==> src/lptc_pkg.sv <==
// lptc_pkg: shared types and constants for the lidar point transform and crop block
// no dependencies
package lptc_pkg;

  // default coordinate width (signed Q8.8 at 16 bits)
  localparam int unsigned COORD_WIDTH_DEF = 16;

  // trig values are signed Q1.14 in 16-bit fields
  localparam int unsigned TRIG_W    = 16;
  localparam int unsigned TRIG_FRAC = 14;

  // configuration field width and register port sizes
  localparam int unsigned FIELD_W   = 16;
  localparam int unsigned REG_W     = 32;
  localparam int unsigned PDATA_W   = 64;
  localparam int unsigned PADDR_W   = 6;

  // reset value of every rotation register: cos = 1.0, sin = 0
  localparam logic [REG_W-1:0] ROT_RESET = 32'h4000_0000;

  // configuration register indexes (byte address = 8 * index)
  typedef enum logic [2:0] {
    REG_SENSOR_A_ROT = 3'd0,
    REG_SENSOR_A_OFS = 3'd1,
    REG_SENSOR_B_ROT = 3'd2,
    REG_SENSOR_B_OFS = 3'd3,
    REG_BODY_HALF    = 3'd4,
    REG_POSE_ROT     = 3'd5,
    REG_POSE_OFS     = 3'd6,
    REG_CROP_BOUNDS  = 3'd7
  } reg_idx_e;

  // drop reason codes on the result
  typedef enum logic [1:0] {
    DROP_NONE = 2'd0,
    DROP_BODY = 2'd1,
    DROP_CROP = 2'd2
  } drop_e;

  // stage load enables for one rotate unit
  typedef struct packed {
    logic mul_en;
    logic sum_en;
  } rot_ctrl_t;

endpackage

==> src/lptc_rotate.sv <==
// lptc_rotate: two-stage 2D rotation plus offset (multiply stage, then sum/shift/add stage)
// depends on lptc_pkg
module lptc_rotate
  import lptc_pkg::*;
#(
  parameter int unsigned IN_W  = 16,
  parameter int unsigned OUT_W = 20
) (
  input  logic                    clk_i,
  input  rot_ctrl_t               ctrl_i,
  input  logic signed [IN_W-1:0]  x_i,
  input  logic signed [IN_W-1:0]  y_i,
  input  logic signed [TRIG_W-1:0] cos_i,
  input  logic signed [TRIG_W-1:0] sin_i,
  input  logic signed [FIELD_W-1:0] off_x_i,
  input  logic signed [FIELD_W-1:0] off_y_i,
  output logic signed [OUT_W-1:0] x_o,
  output logic signed [OUT_W-1:0] y_o
);

  localparam int unsigned PW = IN_W + TRIG_W;
  localparam int unsigned SW = PW + 1;
  localparam int unsigned HW = SW - TRIG_FRAC;

  logic signed [PW-1:0]    cx_q, sy_q, sx_q, cy_q;
  logic signed [PW-1:0]    cx_d, sy_d, sx_d, cy_d;
  logic signed [SW-1:0]    sum_x, sum_y;
  logic signed [HW-1:0]    shx, shy;
  logic signed [OUT_W-1:0] x_d, y_d, x_q, y_q;

  // products, exact at PW bits
  assign cx_d = PW'(x_i) * PW'(cos_i);
  assign sy_d = PW'(y_i) * PW'(sin_i);
  assign sx_d = PW'(x_i) * PW'(sin_i);
  assign cy_d = PW'(y_i) * PW'(cos_i);

  always_ff @(posedge clk_i) begin
    if (ctrl_i.mul_en) begin
      cx_q <= cx_d;
      sy_q <= sy_d;
      sx_q <= sx_d;
      cy_q <= cy_d;
    end
  end

  // sum, floor shift by the trig fraction, add offset
  assign sum_x = SW'(cx_q) - SW'(sy_q);
  assign sum_y = SW'(sx_q) + SW'(cy_q);
  assign shx   = sum_x[SW-1:TRIG_FRAC];
  assign shy   = sum_y[SW-1:TRIG_FRAC];
  assign x_d   = OUT_W'(shx) + OUT_W'(off_x_i);
  assign y_d   = OUT_W'(shy) + OUT_W'(off_y_i);

  always_ff @(posedge clk_i) begin
    if (ctrl_i.sum_en) begin
      x_q <= x_d;
      y_q <= y_d;
    end
  end

  assign x_o = x_q;
  assign y_o = y_q;

endmodule

==> config.mk <==
export PLATFORM = sky130hd
export DESIGN_NAME = lptc_rotate
export DESIGN_NICKNAME = d
export VERILOG_FILES = /design/src/lptc_pkg.sv /design/src/lptc_rotate.sv
export SDC_FILE = /design/constraint.sdc
export NUM_CORES = 2
export LEC_CHECK = 0
export BUFFER_PORTS_ARGS = -buffer_cell sky130_fd_sc_hd__clkbuf_2
export CAP_MARGIN = 20
export CORE_UTILIZATION = 56
export CTS_CLUSTER_SIZE = 30
export DETAILED_ROUTE_END_ITERATION = 8
export PLACE_DENSITY = 0.77
export SLEW_MARGIN = 20
export SYNTH_ARGS = -nofsm -noshare
export SYNTH_HDL_FRONTEND = slang
export SYNTH_SLANG_ARGS = --single-unit
==> constraint.sdc <==
create_clock -name clk_i -period 8.68 [get_ports clk_i]
set_input_delay 1.302 -clock clk_i [delete_from_list [all_inputs] [get_ports clk_i]]
set_output_delay 1.302 -clock clk_i [all_outputs]
set_load 0.05 [all_outputs]
# After elaboration in Yosys (flattened, before gate mapping)
# Index checks and enable logic that the tools add are counted.
dict set report classes {
  n_addsub 4
  n_mul 4
}
# cell n
set op_table {}
lappend op_table {{$mul 16x16->32} 4}
lappend op_table {{$add 19x16->20} 2}
lappend op_table {{$add 32x32->33} 1}
lappend op_table {{$sub 32x32->33} 1}
dict set report totals {
  reg_bits 168
  inputBits 99
}

# Longest topological paths before layout
dict set report logic_depth {
  depth_word 2
  ltp_mapped 26
  depth_no_buf 25
}

# Worst setup path after synthesis
# OpenSTA, ideal clock, no wires.
dict set report synth_path {
  kind {input-to-reg}
  start {in y_i[15]}
  end {reg cy_q[31] (data pin)}
  setup_ps 260
  arrival_ps 7078
  required_ps 8420
  setup_slack_ps 1342
  cell_stages 23
  path_cell_list {clkbuf_1 -> nand2_1 -> inv_1 -> fa_1 -> fa_1 -> fa_1 -> fa_1 -> fa_1 -> inv_1 -> fa_1 -> inv_1 -> ha_1 -> clkbuf_1 -> nand4_1 -> nor2_1 -> nand2_1 -> nor2_1 -> o2bb2ai_1 -> nor4_1 -> or3_1 -> o2111ai_1 -> a21oi_1 -> xnor2_1}
}
dict set report synth_via {
  elab_chain_len 1
}
# item line_no
set synth_rtl {}
lappend synth_rtl {{start, declared} lptc_rotate.sv:12} ;# input logic signed [IN_W-1:0] y_i,
lappend synth_rtl {{$mul 16x16->32} lptc_rotate.sv:35} ;# assign cy_d = PW'(y_i) * PW'(cos_i);
lappend synth_rtl {{named net cy_d[31]} lptc_rotate.sv:26} ;# logic signed [PW-1:0] cx_d, sy_d, sx_d, cy_d;
lappend synth_rtl {{end signal, assigned} lptc_rotate.sv:42} ;# cy_q <= cy_d;
lappend synth_rtl {{end, declared} lptc_rotate.sv:25} ;# logic signed [PW-1:0] cx_q, sy_q, sx_q, cy_q;
# The timed path passes the listed nets, and every way through them passes these cells.
# A chain may end at the register's enable or synchronous reset.

# Worst setup path after layout
dict set report layout_path {
  start {in cos_i[1]}
  end {reg cx_q[31] (data pin)}
}
dict set report layout_via {
  elab_chain_len 1
}
# item line_no
set layout_rtl {}
lappend layout_rtl {{start, declared} lptc_rotate.sv:13} ;# input logic signed [TRIG_W-1:0] cos_i,
lappend layout_rtl {{$mul 16x16->32} lptc_rotate.sv:32} ;# assign cx_d = PW'(x_i) * PW'(cos_i);
lappend layout_rtl {{named net cx_d[31]} lptc_rotate.sv:26}
lappend layout_rtl {{end signal, assigned} lptc_rotate.sv:39} ;# cx_q <= cx_d;
lappend layout_rtl {{end, declared} lptc_rotate.sv:25}
# The timed path passes the listed nets, and every way through them passes these cells.

==> flow_summary.json <==
{
  "status": "complete, no violations",
  "die_h_um": 294,
  "area_growth_pct": 5.29,
  "r2r_slack_ns": 2.84,
  "ys_seq_elements": 168,
  "synth-edff-count": 168,
  "wire_per_inst_um": 17.9,
  "vias": 33161,
  "setup_viol": 0,
  "yosysTopAreaCell": "fa_1",
  "syn-num-nets": 6537,
  "die-width_um": 294,
  "rsz0062_at_grt": "no",
  "ys_seq_area_share_pct": 10.6,
  "grt.overflow.total": 0,
  "postSynth.asyncResetShare_pct": 0,
  "drtPass1Iterations": 6,
  "hold_path_class": "flop to flop",
  "drc": 0,
  "clockBufferDepth": 2,
  "netlist_top_cells_area": "fa_1, ha_1, edfxtp_1, inv_1, and2_1",
  "netlist_instances": 4960,
  "drive_above_1_share_pct": 5.35,
  "cts_buffers": 17,
  "ant_nets": 0,
  "synth_cell_types": 65,
  "core_um2": 84000,
  "io_pins": 139,
  "synth_common_cells": "inv_1, fa_1, nand2_1, and2_1, ha_1",
  "die_area_um2": 86300,
  "maxCapViolCount": 0,
  "io_buffers": 138,
  "maxSlewViolCount": 0,
  "path_class": "input pin to flop",
  "min_period_ns": 7.94,
  "worst_pin_slew_ns": 1.07,
  "drt-vias-per-instance": 5.40,
  "ys_dominant_reg_cell": "edfxtp_1",
  "syn_area_um2": 47700,
  "place_congestion": 0.875,
  "totalWireLength_mm": 110,
  "n_fill_cell": 7026,
  "synth.most_common_cell": "inv_1",
  "max_freq_mhz": 126,
  "relSlewSlack_pct": 28.1,
  "ctsHoldBuffers": 0,
  "drt_iter0_markers": 2179,
  "cp-end-kind": "flop",
  "grt_antenna_before_repair": 5,
  "hold_viol": 0,
  "cp_max_fo": 32,
  "grt_max_degree": 61,
  "yosysWarningCount": 0,
  "startpoint_type": "input pin",
  "cts_tree": "yes",
  "final.setup.tns_ns": 0,
  "nets": 6571,
  "grt_usage_pct": 27.4,
  "h-tree-depth": 4,
  "yosysTopAreaCellShare_pct": 44.1,
  "cts-root-buf": "clkbuf_16",
  "cts_resized": 0,
  "dp_hpwl_mm": 89.9,
  "first_global_vias": 35387,
  "cp_data_required_time_ns": 8.94,
  "path_clk_slew_ns": 0.08,
  "clock_skew_ns": 0.0160,
  "arrival_ns": 8.20,
  "rows": 106,
  "syn_avg_cell_area_um2": 9.61,
  "period_share_pct": 91.5,
  "grt_pass1_wl_mm": 182,
  "start_util_pct": 56.8,
  "cts_setup_buffers": 0,
  "insertion_delay_ns": 0.52,
  "cts_sinks": 168
}
==> worst max-delay path: stages <==
cell and delay, ns:
clkbuf_2 0.64, nand2_1 0.22, inv_1 0.18, fa_1 0.57, fa_1 0.88, fa_1 0.52, fa_1 0.51, fa_1 0.50
inv_1 0.05, fa_1 0.47, inv_1 0.04, ha_1 0.34, nand4_1 0.16, nor2_1 0.26, nand3_1 0.11, nor3_1 0.43
o31ai_2 0.17, a31oi_1 0.34, o41ai_2 0.13, o21bai_1 0.13, a21oi_1 0.10, xnor2_1 0.15
==> state kept, by name (all words and copies together) (netlist names) <==
signal	flops
sx_q	32
x_o	20
cy_q	32
sy_q	32
cx_q	32
y_o	20
==> metrics by stage <==
stage          std cells  utilization, %  worst slack, ns  hold WS [ns]  area [um^2]
6_report            6143            59.8            0.738         0.914        50200
5_1_grt             6142            59.8            0.443         0.963        50200
4_1_cts             6141            59.8            0.832         0.918        50200
3_5_place_dp        6109            59.1            0.265         0.898        49600
3_3_place_gp        6109            59.1            0.451         0.895        49600
2_1_floorplan       4960               -             1.34         0.821        47700
==> cells in the final DEF, fill, tap and decap left out, drive strengths merged, types with 4 or more instances in the layout <==
master   count
o211ai       5
ha         428
a31oi        9
o21a        20
nor3        38
clkbuf     154
nor2       154
and2       507
edfxtp     168
a211oi      12
nand2      521
nand2b      32
and4         6
nor4         5
o21ai       54
nand4        9
xnor2      151
o41ai        4
xor2        52
o31a         4
and3         7
a2111oi     10
or3          6
a31o         6
fa        1050
a21oi      133
nand3       25
clkinv       9
inv       1191
buf         72
a21o        68
o31ai       12
o21bai      23
nor2b       25
==> per-layer routing <==
layer  routed length, um  up-vias  track usage, %
met5                  32        -               0
met1               44200    16884            36.7
met3                9340      175            5.01
met2               52300     1205            44.4
li1                    -    14893               -
met4                4110        4            10.2
==> cell families after synthesis <==
| logic type | count (synthesis) | share of synthesized area (%) |
|---|---|---|
| adder cells (fa/ha/maj) | 1478 | 55.3 |
| buffers and inverters | 1379 | 10.9 |
| AO/OA/AOI/OAI | 387 | 5.48 |
| AND/OR/NAND/NOR | 1344 | 14.0 |
| XOR/XNOR | 203 | 3.73 |
| multiplexers | 1 | 0.0210 |
| flip-flops | 168 | 10.6 |
==> final timing paths <==
kind,start,end,cells past startpoint
worst max-delay path,cos_i[1],cx_q[31],22
worst min-delay path,cx_q[14],x_o[0],3
worst max register to register,cx_q[1],x_o[18],24
worst min register to register,cx_q[14],x_o[0],3
==> final cells by class <==
cell class	instances	area, um^2	area share [%]
diodes	2	5.00	0.00997
flip-flops and latches	168	5040	10.1
clock buffers	17	425	0.848
inverters	1185	4450	8.86
multi-input cells	3413	37400	74.6
repair buffers	209	1250	2.49
well taps	1134	1420	2.83
clock inverters	15	151	0.302
Power is left out: the tool's default activity adds up to more than one toggle a clock period on the data nets, which glitch-free logic cannot reach.
